`src/rtl/bitcrush_hold_dither_quantizer_macros.svh`:
```
// ---------------------------------------------------------------------------
// Assertion macros for the bitcrusher block
// Shared property wrappers, clocked on the rising edge, off during reset.
// ---------------------------------------------------------------------------
`ifndef BITCRUSH_HOLD_DITHER_QUANTIZER_MACROS_SVH
`define BITCRUSH_HOLD_DITHER_QUANTIZER_MACROS_SVH

// same-cycle implication
`define BHDQ_ASSERT_SAME(label, clk, rst_n, ante, cons, msg) \
  label: assert property (@(posedge clk) disable iff (!rst_n) (ante) |-> (cons)) \
    else $error(msg);

// next-cycle implication
`define BHDQ_ASSERT_NEXT(label, clk, rst_n, ante, cons, msg) \
  label: assert property (@(posedge clk) disable iff (!rst_n) (ante) |=> (cons)) \
    else $error(msg);

`endif

```
`src/rtl/bhdq_pkg.sv`:
```
// ---------------------------------------------------------------------------
// bhdq_pkg
// Types and constants shared by the bitcrusher modules.
// ---------------------------------------------------------------------------
package bhdq_pkg;

  localparam int SAMPLE_W = 16;
  localparam int NOISE_W  = 15;
  localparam int DEPTH_W  = 4;
  localparam int RDIV_W   = 7;
  localparam int MIX_W    = 15;
  localparam int CFG_W    = 15;
  localparam int IDX_W    = 2;
  localparam int QNT_W    = 18;  // headroom for dither and rounding

  localparam logic [DEPTH_W-1:0] DEPTH_FULL = 4'd15;
  localparam logic [MIX_W-1:0]   Q15_MAX    = 15'h7FFF;

  localparam logic [IDX_W-1:0] REG_DEPTH_BITS    = 2'd0;
  localparam logic [IDX_W-1:0] REG_RATE_DIVIDER  = 2'd1;
  localparam logic [IDX_W-1:0] REG_WET_MIX       = 2'd2;
  localparam logic [IDX_W-1:0] REG_DITHER_ENABLE = 2'd3;

  typedef struct packed {
    logic [DEPTH_W-1:0] depth_bits;
    logic [RDIV_W-1:0]  rate_divider;
    logic [MIX_W-1:0]   wet_mix;
    logic               dither_enable;
  } cfg_t;

  // item after the hold stage
  typedef struct packed {
    logic signed [SAMPLE_W-1:0] dry;
    logic signed [SAMPLE_W-1:0] held;
    logic [NOISE_W-1:0]         noise_a;
    logic [NOISE_W-1:0]         noise_b;
    logic                       start;
  } hold_item_t;

endpackage

```
`src/rtl/bhdq_hold.sv`:
```
// ---------------------------------------------------------------------------
// bhdq_hold
// Zero-order hold state and the input register of the datapath.
// ---------------------------------------------------------------------------
module bhdq_hold
  import bhdq_pkg::*;
#(
  parameter int MAX_RATE_DIV = 64
) (
  input  logic                       clk,
  input  logic                       rst_n,
  input  logic                       load,
  input  logic [RDIV_W-1:0]          rate_divider,
  input  logic signed [SAMPLE_W-1:0] sample_in,
  input  logic [NOISE_W-1:0]         noise_a,
  input  logic [NOISE_W-1:0]         noise_b,
  input  logic                       range_start,
  output hold_item_t                 item
);

  localparam int POS_W = (MAX_RATE_DIV > 1) ? $clog2(MAX_RATE_DIV) : 1;
  localparam int CMP_W = (POS_W + 1 > RDIV_W) ? POS_W + 1 : RDIV_W;

  logic signed [SAMPLE_W-1:0] held_r, held_nxt;
  logic [POS_W-1:0]           pos_r, pos_nxt, pos_cur;
  logic [CMP_W-1:0]           rdiv, pos_next_cnt;
  hold_item_t                 item_r, item_nxt;

  always_comb begin
    // zero counts as one, clamp to the hold depth
    priority if (rate_divider == '0) begin
      rdiv = CMP_W'(1);
    end else if (CMP_W'(rate_divider) > CMP_W'(MAX_RATE_DIV)) begin
      rdiv = CMP_W'(MAX_RATE_DIV);
    end else begin
      rdiv = CMP_W'(rate_divider);
    end
    pos_cur      = range_start ? '0 : pos_r;
    held_nxt     = (pos_cur == '0) ? sample_in : held_r;
    pos_next_cnt = CMP_W'(pos_cur) + CMP_W'(1);
    pos_nxt      = (pos_next_cnt >= rdiv) ? '0 : pos_next_cnt[POS_W-1:0];

    item_nxt.dry     = sample_in;
    item_nxt.held    = held_nxt;
    item_nxt.noise_a = noise_a;
    item_nxt.noise_b = noise_b;
    item_nxt.start   = range_start;
  end

  always_ff @(posedge clk) begin
    if (!rst_n) begin
      held_r <= '0;
      pos_r  <= '0;
    end else if (load) begin
      held_r <= held_nxt;
      pos_r  <= pos_nxt;
    end
  end

  always_ff @(posedge clk) begin
    if (load) begin
      item_r <= item_nxt;
    end
  end

  assign item = item_r;

endmodule

```
`config.mk`:
```
export PLATFORM = sky130hd
export DESIGN_NAME = bhdq_hold
export DESIGN_NICKNAME = d
export VERILOG_FILES = /design/src/rtl/bitcrush_hold_dither_quantizer_macros.svh /design/src/rtl/bhdq_pkg.sv /design/src/rtl/bhdq_hold.sv
export SDC_FILE = /design/constraint.sdc
export NUM_CORES = 1
export LEC_CHECK = 0
export BUFFER_PORTS_ARGS = -buffer_cell sky130_fd_sc_hd__buf_2
export CORE_MARGIN = 4
export CORE_UTILIZATION = 40
export DETAILED_ROUTE_END_ITERATION = 16
export GPL_ROUTABILITY_DRIVEN = 0
export GPL_TIMING_DRIVEN = 1
export PLACE_DENSITY = 0.65
export SETUP_SLACK_MARGIN = 0.2
export SYNTH_ARGS = -nofsm -noshare
export SYNTH_HDL_FRONTEND = slang
export SYNTH_SLANG_ARGS = --single-unit
```
`constraint.sdc`:
```
create_clock -name clk -period 2.7 [get_ports clk]
set_clock_uncertainty 0.05 [all_clocks]
set_input_delay 0.27 -clock clk [delete_from_list [all_inputs] [get_ports clk]]
set_output_delay 0.27 -clock clk [all_outputs]
set_load 0.05 [all_outputs]
```
== Yosys cells after proc, flatten, opt, wreduce, memory -nomap -nowiden ==
Cells that the tools add are included.
Word-level totals
  bits in registers: 85
  bits of input ports: 57
  output and inout bits: 63
Cells by class
  add/sub/neg operators: 1
  $lt $le $gt $ge: 2
  muxes and demuxes: 5
  reductions and logical operators: 2
Operator list (number)
  2-to-1 mux 16 bit: 1
  2-to-1 mux 7 bit: 2
  2-to-1 mux 6 bit: 2
  adder 6 x 1 -> 7 bit, second input constant: 1
  greater-or-equal comparator 7 bit: 1
  > comparator 7 bit, second input constant: 1
  logical NOT 7 bit: 1
  logical NOT 6 bit: 1

== Longest topological paths before layout ==
  word-level depth: 5
  mapped depth: 12
  depth with buffers taken out: 11

== Least setup slack after synthesis ==
No wires, ideal clock.
  path type: input-to-reg
  start point: in range_start
  end point: reg pos_r[3]
  data arrival time: 2316 ps
  path slack: 246 ps
  stages: 12
  path through: buf_2 -> nand2b_1 -> inv_1 -> ha_1 -> nand3_1 -> xor2_1 -> nor2_1 -> ha_1 -> a21o_1 -> a221oi_1 -> o21ai_0 -> o31ai_1
Between the ends
  longest elaborated chain between the ends: 4
Ends and longest elaborated chain
  start, declared: RTL line bhdq_hold.sv:17  | input logic range_start,
  2-to-1 mux 6 bit *: RTL line bhdq_hold.sv:38  | pos_cur = range_start ? '0 : pos_r;
  adder 6 x 1 -> 7 bit *: RTL line bhdq_hold.sv:40  | pos_next_cnt = CMP_W'(pos_cur) + CMP_W'(1);
  greater-or-equal comparator 7 bit: RTL line bhdq_hold.sv:41  | pos_nxt = (pos_next_cnt >= rdiv) ? '0 : pos_next_cnt[POS_W-1:0];
  2-to-1 mux 6 bit *: RTL line bhdq_hold.sv:41
  end signal, assigned: RTL line bhdq_hold.sv:56  | pos_r <= pos_nxt;
  end, declared: RTL line bhdq_hold.sv:25  | logic [POS_W-1:0] pos_r, pos_nxt, pos_cur;
Mark *: on every way between the ends. The rest lies on a longest branch, timed or not.
A chain may end at the register's enable or synchronous reset.

== Worst setup path after layout ==
  start point: reg pos_r[0]
  end point: reg pos_r[4]
Between the ends
  longest elaborated chain between the ends: 4
Ends and longest elaborated chain (RTL line)
  2-to-1 mux 6 bit *: bhdq_hold.sv:38
  adder 6 x 1 -> 7 bit *: bhdq_hold.sv:40
  greater-or-equal comparator 7 bit: bhdq_hold.sv:41
  2-to-1 mux 6 bit *: bhdq_hold.sv:41
Marks and branches as above.

==> metrics.md <==
| Metric | Value |
|---|---|
| Status | finished clean |
| Initial antenna violation count | 0 |
| Post-Place Cells | 439 |
| Crit Path Max Fanout | 5 |
| Total track usage | 14.5% |
| Post-Synth XOR/XNOR Area | 1.09% |
| TritonCTS clock tree | built |
| Crit path buf inv count | 1 |
| Leak | 0.00174 µW |
| Die W | 97.5 µm |
| Layout cell share with drive strength beyond 1 | 46.7% |
| FF/Latch Area | 2330 µm² |
| Core Area | 7770 µm² |
| Cell count after synthesis | 222 |
| Max IR drop VDD | 0.293 mV |
| Fin. Hold Viols | 0 |
| Power per Cell Area | 717 nW/µm² |
| Fmax | 0.422 GHz |
| Area leader, netlist | edfxtp_1 |
| DRC | 0 |
| Total CTS buffers | 9 |
| Largest net degree at the start of global routing | 33 |
| Clk pin slew, worst setup/hold paths | 100 ps |
| Largest delay share family, worst path | compound AO/OA/AOI/OAI gates |
| Setup bufs post-CTS | 0 |
| CP max stage cell | dfxtp_2 |
| CP Cell Sequence | nand2b_1, inv_2, ha_2, nand3_1, xor2_2, nor2_1, ha_1, a21o_1, a221oi_2, o21ai_2, o31ai_2 |
| Asr flop ratio synth | 0% |
| ANT nets after route | 0 |
| RSZ-0062 raised after global routing | no |
| Adder-cell share of the synthesized area | 3.51% |
| CTS max path bufs | 2 |
| Height of the die | 97.5 µm |
| Max-slew violation count | 0 |
| Synth Net Count | 288 |
| P_int | 2070 µW |
| Fillers | 687 |
| WL per Instance | 15.0 µm |
| Register area share after synthesis | 72.8% |
| CTS root buf | clkbuf_8 |
| Final Critical Period | 2370 ps |
| Top cells by count, synth | 63 x edfxtp_1, 30 x nand2_1, 22 x dfxtp_1 |
| Count leader, synth | edfxtp_1 |
| Post-Synthesis Mean Instance Area | 14.4 µm² |
| HP Class | in2reg |
| Clk pwr share | 31.3% |
| Critical Path RT | 2910 ps |
| Clock Latency Late Sink | 340 ps |
| Global-route wire length before repair | 10800 µm |
| Initial DRC Count | 49 |
| # diodes | 0 |
| DIE AREA | 9510 µm² |
| Placed wire-length estimate | 4770 µm |
| Actual slew at the worst max-slew pin | 949 ps |
| Startpoint Class | flop |
| Top FF cell, synth | edfxtp_1 |
| Top post-synthesis cells by area | edfxtp_1 59%, dfxtp_1 14%, mux2_2 5.6% |
| P_sw | 902 µW |
| Worst Slack Setup Final | 328 ps |
| Combinational share of power | 17.3% |
| Register bit total from synthesis | 85 |
| Final nets | 414 |
| MaxCap Viol Count | 0 |
| Sw frac | 30.3% |
| Area of the multi-input gates | 836 µm² |
| Arr. time, crit path | 2580 ps |
| Area growth syn-to-layout | 29.5% |
| Via count | 2159 |
| TritonRoute pass-1 iters | 4 |
| Final non-filler cell total | 455 |
| Post-synth EDFFs | 63 |
| Vias per Instance | 4.75 |
| Netlist Area Pre-Place | 3200 µm² |
| Synth Warn # | 0 |
| Largest family of logic cells by synthesized area | simple AND/OR/NAND/NOR gates |
| Synth Area in Compound Gates | 5.51% |
| Setup CP Type | reg2reg |
| PortBufs | 119 |
| Max-slew headroom at the worst pin | 36.7% |
| Synth cell types | 29 |
| Final WL | 6820 µm |
| H-tree levels | 3 |
| Flop pwr share | 51.5% |
| Final Cycle Share | 87.9% |
| Final setup vio count | 0 |
| Simple-gate share of the synthesized area | 9.57% |
| Post-synth top area share | 59.0% |
| Std cell rows | 32 |
| Io pins | 120 |
| CP max stage delay | 350 ps |
| CP endpoint kind | flop |
| Clk sink count | 85 |
| Dpl ws | -51.2 ps |
| Total gr overflow | 0 |
| Post-synthesis mux area share | 5.62% |
| Initial Util | 41.3% |
| Number of global-route vias before repair | 2152 |
==> layout by cell type, fill, tap and decap left out, types with 3 or more instances in the layout <==
master / netlist / final
inv_6: 0 / 3
ha_1: 9 / 8
nand2_1: 30 / 30
mux2_2: 16 / 16
o21ai_1: 16 / 16
edfxtp_1: 63 / 63
nand2b_1: 4 / 4
nand3_1: 19 / 19
buf_2: 4 / 119
nor2_1: 6 / 6
dfxtp_1: 22 / 21
inv_1: 4 / 3
buf_4: 0 / 5
clkbuf_8: 0 / 9
==> cells by family (layout without fill, tap and decap cells) <==
family | Yosys count | count (layout)
adders and majority gates | 9 | 9
DFF | 85 | 85
AOI/OAI and AO/OA | 30 | 30
xor gates and xnor gates | 4 | 4
and+or+nand+nor | 65 | 65
buffers and inverters | 13 | 144
muxes | 16 | 16
==> sequential cells by signal, summed over array words and instances, names as in the netlist <==
register	count
held_r	16
pos_r	6
item	63
==> through the flow <==
step	setup TNS, ps	power (µW)	util [%]	hold WS [ps]	instance area, µm²
3_3_place_gp	0	2070	50.5	389	3920
4_1_cts	0	3010	53.2	20.4	4130
6_report	0	2980	53.4	40.0	4150
2_1_floorplan	0	1920	-	319	3200
3_5_place_dp	-51.2	2080	50.5	396	3920
5_1_grt	0	3100	53.4	15.6	4150
==> what timing repair did <==
| action | in CTS | in global routing |
|---|---|---|
| setup endpoints to repair | 5 | 4 |
| hold buffers | 0 | 0 |
| gates resized for setup | 3 | 5 |
| pin swaps | 0 | 1 |
==> final timing paths <==
check,start,to,slack (ps),cells past startpoint
min reg2reg,held_r[2],held_r[2],410,2
max,pos_r[0],pos_r[4],330,11
max reg2reg,pos_r[0],pos_r[4],330,11
min,noise_a[3],item[19],40,1
==> final cells by class <==
cell class                      instances  area share, %
Clock inverter                          7           1.93
Timing Repair Buffer                  124           15.3
Sequential cell                        85           56.2
Tap cell                              102           3.08
Inverter                                4          0.362
Clock buffer                            9           2.99
Multi-Input combinational cell        124           20.1
==> power by group through the flow <==
| stage | Clock (µW) | Sequential, µW | Combinational, µW |
|---|---|---|---|
| 2_1_floorplan | 0 | 1830 | 88.2 |
| 3_3_place_gp | 0 | 1560 | 510 |
| 3_5_place_dp | 0 | 1560 | 517 |
| 4_1_cts | 958 | 1530 | 520 |
| 5_1_grt | 1020 | 1540 | 544 |
| 6_report | 930 | 1530 | 514 |
==> layer usage <==
layer | wire length [µm] | up-vias | global-route usage [%]
met1 | 2990 | 990 | 17.9
met4 | 100 | 0 | 6.07
li1 | - | 1065 | -
met2 | 3160 | 96 | 23.1
met5 | 0 | - | 0
met3 | 573 | 8 | 5.03
(Power assumes the default switching activity.)
