--- config.mk ---
export PLATFORM = sky130hd
export DESIGN_NAME = bhdq_crush
export DESIGN_NICKNAME = d
export VERILOG_FILES = /design/src/rtl/bitcrush_hold_dither_quantizer_macros.svh /design/src/rtl/bhdq_pkg.sv /design/src/rtl/bhdq_crush.sv
export SDC_FILE = /design/constraint.sdc
export NUM_CORES = 1
export LEC_CHECK = 0
export ABC_CLOCK_PERIOD_IN_PS = 8900
export BUFFER_PORTS_ARGS = -buffer_cell sky130_fd_sc_hd__buf_2
export CORE_ASPECT_RATIO = 2
export CORE_MARGIN = 3
export CORE_UTILIZATION = 25
export DETAILED_ROUTE_END_ITERATION = 6
export PLACE_DENSITY = 0.42
export SLEW_MARGIN = 0
export SYNTH_ARGS = -nofsm -noshare
export SYNTH_HDL_FRONTEND = slang
export SYNTH_SLANG_ARGS = --single-unit
--- constraint.sdc ---
create_clock -name vclk -period 8.9
set_input_delay 0.445 -clock vclk [all_inputs]
set_output_delay 0.445 -clock vclk [all_outputs]
set_load 0.05 [all_outputs]
--- src/rtl/bitcrush_hold_dither_quantizer_macros.svh ---
// ---------------------------------------------------------------------------
// Assertion macros for the bitcrusher block
// Shared property wrappers, clocked on the rising edge, off during reset.
// ---------------------------------------------------------------------------
`ifndef BITCRUSH_HOLD_DITHER_QUANTIZER_MACROS_SVH
`define BITCRUSH_HOLD_DITHER_QUANTIZER_MACROS_SVH

// same-cycle implication
`define BHDQ_ASSERT_SAME(label, clk, rst_n, ante, cons, msg) \
  label: assert property (@(posedge clk) disable iff (!rst_n) (ante) |-> (cons)) \
    else $error(msg);

// next-cycle implication
`define BHDQ_ASSERT_NEXT(label, clk, rst_n, ante, cons, msg) \
  label: assert property (@(posedge clk) disable iff (!rst_n) (ante) |=> (cons)) \
    else $error(msg);

`endif

--- src/rtl/bhdq_pkg.sv ---
// ---------------------------------------------------------------------------
// bhdq_pkg
// Types and constants shared by the bitcrusher modules.
// ---------------------------------------------------------------------------
package bhdq_pkg;

  localparam int SAMPLE_W = 16;
  localparam int NOISE_W  = 15;
  localparam int DEPTH_W  = 4;
  localparam int RDIV_W   = 7;
  localparam int MIX_W    = 15;
  localparam int CFG_W    = 15;
  localparam int IDX_W    = 2;
  localparam int QNT_W    = 18;  // headroom for dither and rounding

  localparam logic [DEPTH_W-1:0] DEPTH_FULL = 4'd15;
  localparam logic [MIX_W-1:0]   Q15_MAX    = 15'h7FFF;

  localparam logic [IDX_W-1:0] REG_DEPTH_BITS    = 2'd0;
  localparam logic [IDX_W-1:0] REG_RATE_DIVIDER  = 2'd1;
  localparam logic [IDX_W-1:0] REG_WET_MIX       = 2'd2;
  localparam logic [IDX_W-1:0] REG_DITHER_ENABLE = 2'd3;

  typedef struct packed {
    logic [DEPTH_W-1:0] depth_bits;
    logic [RDIV_W-1:0]  rate_divider;
    logic [MIX_W-1:0]   wet_mix;
    logic               dither_enable;
  } cfg_t;

  // item after the hold stage
  typedef struct packed {
    logic signed [SAMPLE_W-1:0] dry;
    logic signed [SAMPLE_W-1:0] held;
    logic [NOISE_W-1:0]         noise_a;
    logic [NOISE_W-1:0]         noise_b;
    logic                       start;
  } hold_item_t;

endpackage

--- src/rtl/bhdq_crush.sv ---
// ---------------------------------------------------------------------------
// bhdq_crush
// TPDF dither, round and floor to the kept depth, clamp to 16 bits.
// ---------------------------------------------------------------------------
module bhdq_crush
  import bhdq_pkg::*;
(
  input  logic signed [SAMPLE_W-1:0] held,
  input  logic [NOISE_W-1:0]         noise_a,
  input  logic [NOISE_W-1:0]         noise_b,
  input  cfg_t                       cfg,
  output logic signed [SAMPLE_W-1:0] crushed
);

  localparam logic signed [QNT_W-1:0] POS_LIM = QNT_W'(32767);
  localparam logic signed [QNT_W-1:0] NEG_LIM = -QNT_W'(32768);

  logic [DEPTH_W-1:0]       bits, shift;
  logic signed [QNT_W-1:0]  step, half, mask, d1, d2, dith, biased, floored;

  always_comb begin
    bits  = (cfg.depth_bits == '0) ? DEPTH_W'(1) : cfg.depth_bits;
    shift = DEPTH_FULL - bits;
    step  = QNT_W'(1) <<< shift;
    half  = step >>> 1;
    mask  = ~(step - QNT_W'(1));
    // noise * step >> 15 is noise >> bits
    d1    = QNT_W'(noise_a >> bits);
    d2    = QNT_W'(noise_b >> bits);
    dith  = (cfg.dither_enable && shift != '0) ? (d1 + d2 - step) : '0;
    biased  = QNT_W'(held) + dith + half;
    floored = biased & mask;
    priority if (floored > POS_LIM) begin
      crushed = POS_LIM[SAMPLE_W-1:0];
    end else if (floored < NEG_LIM) begin
      crushed = NEG_LIM[SAMPLE_W-1:0];
    end else begin
      crushed = floored[SAMPLE_W-1:0];
    end
  end

endmodule

Word-level counts from Yosys, hierarchy flattened
Index checks and enable logic that the tools add are counted.

word-level totals
  bits in registers = 0
  bits in latches = 0
  RAM bits = 0
  memory bits (read-only) = 0
  input bits = 73
  output and inout port bits = 16
  word-level logic and storage cells = 20
  memories kept = 0

operators by class
  add/subtract/negate cells = 6
  multiply operators = 0
  div/mod/pow operators = 0
  $lt $le $gt $ge = 2
  equality and inequality tests = 0
  shift-type cells = 3
  muxes and demuxes = 4
  bitwise operators = 2
  reductions and logical operators = 3

operators with widths
  kind                                                                            number
  15-bit by 4-bit >> shifter with 18-bit output                                   2
  16-bit two-way mux                                                              2
  16-bit by 18-bit adder with 18-bit output                                       1
  18-bit by 17-bit adder with 18-bit output                                       1
  18-bit adder                                                                    1
  18-bit bitwise AND                                                              1
  18-bit by 16-bit > comparator with 1-bit output, second input constant          1
  18-bit by 16-bit less-than comparator with 1-bit output, second input constant  1
  18-bit two-way mux                                                              1
  18-bit inverter                                                                 1
  2-bit by 4-bit <<< shifter with 18-bit output, first input constant             1
  18-bit subtractor                                                               1
  18-bit by 2-bit subtractor with 18-bit output, second input constant            1
  4-bit zero test                                                                 1
  4-bit two-way mux                                                               1
  4-bit nonzero test                                                              1
  4-bit subtractor, first input constant                                          1
  1-bit logical AND                                                               1

Longest topological paths before layout
  depth after elaboration = 12
  gate-level depth with buffers = 34
  mapped depth without buffers = 31

Worst setup path after synthesis
OpenSTA, ideal clock, no wires.

  kind = in2out
  from = input cfg[24] in the netlist's numbering
  to = output crushed[11]
  data arrival time = 7.976 ns
  required time = 8.455 ns
  setup slack = 0.479 ns
  stages on the path = 32
  buffers on the path = 3
  path through = buf_2 or3_1 inv_2 nor2_2 buf_2 mux2i_1 mux2i_1 a21oi_1 nand2_1 o21ai_0 fa_1 inv_1 fa_1 a21o_1 a21o_1 a21o_1 o311a_1 a221o_1 a31oi_1 xor2_1 nor2_1 fa_1 ha_1 nand3_1 or3_1 nand2b_1 o211ai_1 xnor2_1 xnor2_1 buf_4 inv_2 a211oi_1

on the way
  word-level cells in the longest chain between the ends = 12
  elaborated cells on any way between the ends = 20
  those cells by class = add/sub: 6; order compare: 2; shift: 3; mux: 4; bitwise: 2; reduce/logical: 3

RTL lines
  what                                                                         line              source
  start: declaration                                                           bhdq_crush.sv:11  input cfg_t cfg,
  4-bit zero test                                                              bhdq_crush.sv:22  bits = (cfg.depth_bits == '0) ? DEPTH_W'(1) : cfg.depth_bits;
  4-bit two-way mux (*)                                                        bhdq_crush.sv:22
  15-bit by 4-bit >> shifter with 18-bit output, or another cell as far along  bhdq_crush.sv:28  d1 = QNT_W'(noise_a >> bits);
  18-bit adder, or another cell as far along                                   bhdq_crush.sv:30  dith = (cfg.dither_enable && shift != '0) ? (d1 + d2 - step) : '0;
  18-bit subtractor or 1-bit logical AND (tied branches)                       bhdq_crush.sv:30
  18-bit two-way mux                                                           bhdq_crush.sv:30
  16-bit by 18-bit adder with 18-bit output                                    bhdq_crush.sv:31  biased = QNT_W'(held) + dith + half;
  18-bit by 17-bit adder with 18-bit output                                    bhdq_crush.sv:31
  18-bit bitwise AND (*)                                                       bhdq_crush.sv:32  floored = biased & mask;
  18-bit by 16-bit less-than comparator with 1-bit output                      bhdq_crush.sv:35  end else if (floored < NEG_LIM) begin
  16-bit two-way mux                                                           bhdq_crush.sv:35
  16-bit two-way mux (*)                                                       bhdq_crush.sv:33  priority if (floored > POS_LIM) begin
  end: declaration                                                             bhdq_crush.sv:12  output logic signed [SAMPLE_W-1:0] crushed

Mark *: on every way between the ends. The rest lies on a longest branch, timed or not.

Worst setup path after layout
  from = input cfg[24] in the netlist's numbering
  to = output crushed[6]

Same word-level chain as after synthesis.

==> results.json <==
{
  "status": "finished, final reports clean",
  "wire_per_inst_um": 17.2,
  "drt_iter0_drc": 146,
  "drive_gt1_share_pct": 17.4,
  "worstPathMaxFanout": 20,
  "dp_hpwl_um": 11600,
  "grt_antenna_before_repair": 0,
  "critical_path_buf_inv_count": 8,
  "end_kind": "primary output",
  "cp_slowest_stage_delay_ns": 0.46,
  "maxSlewViolCount": 0,
  "die_x_um": 93.0,
  "regArea_um2": 0,
  "grt_overflow": 0,
  "crit_type": "in2out",
  "grt_max_degree": 53,
  "routabilityCongestion": 0.843,
  "fillers": 1745,
  "crit_required_ns": 8.46,
  "die_area_mm2": 0.0167,
  "yosysSeqAreaShare_pct": 0,
  "stdcell_count": 769,
  "leakage_nw": 2.06,
  "final.period_utilization_pct": 95.0,
  "worstSetupStartpointType": "primary input",
  "finalHoldViolCount": 0,
  "dr.pass1.iters": 4,
  "clockBufferCount": 0,
  "min_path_cells": 5,
  "min-delay-start": "held[0]",
  "drt-total-wl_um": 13200,
  "port-buffer-count": 66,
  "worst_ep_arrival_time_ns": 8.01,
  "powerDensity_mw_per_mm2": 251,
  "grt_pass1_wl_um": 21300,
  "core_area_mm2": 0.0148,
  "chipHeight_um": 180,
  "final_core_util_pct": 29.6,
  "avgSynthCellArea_um2": 7.32,
  "slew_headroom_pct": 61.6,
  "drc": 0,
  "antenna_cells": 0,
  "synth.distinct_cells": 58,
  "critical-path-top-delay-family": "compound AO/OA/AOI/OAI gates",
  "io_pins": 89,
  "yosysWarnings": 0,
  "ant_nets": 0,
  "ir_drop_mv": 0.153,
  "viasPerCell": 5.09,
  "max_freq_ghz": 0.118,
  "period_needed_ns": 8.45,
  "synth_area_mm2": 0.00378,
  "grt_pass1_vias": 4178,
  "synth_cells": 517,
  "setup_viol": 0,
  "initial_utilization_pct": 25.5,
  "max_slew.worst_pin.slew_ns": 0.577,
  "fp-row-count": 63,
  "rsz0062_at_grt": "false",
  "dr_total_vias": 3918,
  "layout.nets": 716,
  "maxCapViolations": 0,
  "path_common_cell": "ha_1",
  "cts_hold_buf": 0,
  "cp_slowest_cell": "or3_1",
  "seq_cells": 0,
  "hold_path.class": "in2out",
  "min_to": "crushed[0]",
  "syn2layout_area_growth_pct": 16.0,
  "dp_cells": 768,
  "tns_ns": 0,
  "groute.usage.overall_pct": 15.8
}
==> synth_stat cells, types with 6 or more instances <==
| library cell | count | share of area [%] |
|---|---|---|
| nand2_1 | 50 | 5.0 |
| a21oi_1 | 53 | 7.0 |
| clkbuf_1 | 16 | 1.6 |
| ha_1 | 36 | 12 |
| nor2b_1 | 13 | 2.2 |
| xor2_1 | 15 | 3.5 |
| a21o_1 | 7 | 1.4 |
| o21ai_0 | 21 | 2.8 |
| mux2i_1 | 35 | 9.3 |
| and3_1 | 7 | 1.2 |
| nor2_1 | 49 | 4.9 |
| nor3_1 | 8 | 1.1 |
| xnor2_1 | 14 | 3.2 |
| mux4_2 | 6 | 3.6 |
| fa_1 | 31 | 16 |
| o21ai_1 | 12 | 1.6 |
| a211oi_1 | 16 | 3.2 |
| nand3_1 | 12 | 1.6 |
| and2_1 | 7 | 1.2 |
| inv_1 | 33 | 3.3 |
| nand2b_1 | 8 | 1.3 |
==> per-layer routing <==
layer  vias to the layer above  wire [um]  track usage (%)
met5                         -          0                0
li1                       1953          -                -
met1                      1834       4370             15.3
met3                        32        345            0.670
met4                         0        587             5.40
met2                        99       7910             33.2
==> layout by cell type (no fill, tap or decap), types with 3 or more instances in the layout <==
master	n
and2_1	7
o211ai_1	5
buf_4	13
nand3_1	12
or3_1	5
a21oi_1	53
xnor2_1	14
inv_1	33
mux2i_1	35
nand2b_1	8
nand2_1	50
buf_2	65
conb_1	4
fa_1	31
nor2_1	49
a31oi_1	3
o21ai_1	13
nor3_1	8
xor2_1	15
or2_2	5
a211oi_1	16
and3_1	7
ha_1	36
a21o_1	7
o21ai_0	20
o21a_1	3
mux4_2	6
nor2b_1	13
==> how the worst max path moves through the flow <==
stage,slack [ns],depth (start not counted),from,end
after floorplan,0.48,32,cfg[24],crushed[11]
after CTS,0.21,34,cfg[25],crushed[6]
after global routing,0.03,35,cfg[24],crushed[6]
after global placement,0.07,34,cfg[26],crushed[6]
after detailed placement,0.005,34,cfg[25],crushed[6]
final,0.45,34,cfg[24],crushed[6]
==> area by class of cell <==
cell class	instances	area, um2	share of cell area, %
multi-input combinational	459	3560	81.2
timing repair buffer	80	450	10.3
tap	195	244	5.56
inverter	35	131	2.99
==> stage by stage <==
step / worst slack, ns / power [mW] / area [um2] / hold WS [ns]
final: 0.447 / 1.10 / 4390 / 1.62
after global placement: 0.0717 / 1.10 / 4360 / 1.60
after detailed placement: 0.00541 / 1.11 / 4360 / 1.62
after floorplan: 0.479 / 0.840 / 3790 / 1.33
after CTS: 0.214 / 1.11 / 4360 / 1.62
after global routing: 0.0284 / 1.21 / 4390 / 1.69
==> logic make-up (layout without fill, tap and decap cells) <==
family | Yosys count | in the layout | synth area share [%]
AND/OR/NAND/NOR | 168 | 168 | 20.6
AO/OA/AOI/OAI | 148 | 148 | 24.5
adder cells (fa/ha/maj) | 67 | 67 | 28.3
buffers and inverters | 60 | 115 | 6.19
multiplexers | 43 | 43 | 13.4
XOR/XNOR | 29 | 29 | 6.72
other | 2 | 4 | 0.199
==> power breakdown <==
| part | switching (mW) | total, mW | internal [mW] |
|---|---|---|---|
| Combinational | 0.742 | 1.10 | 0.358 |
| Clock | 0 | 0 | 0 |
| Sequential | 0 | 0 | 0 |
| Total | 0.742 | 1.10 | 0.358 |
==> repair_timing <==
item,4_1_cts,5_1_grt
setup endpoints to repair,1,15
gates resized for setup,1,2
buffers inserted,0,1
gates cloned,0,0
pin swaps,0,1
No activity file was read; power rests on OpenSTA's default activity.
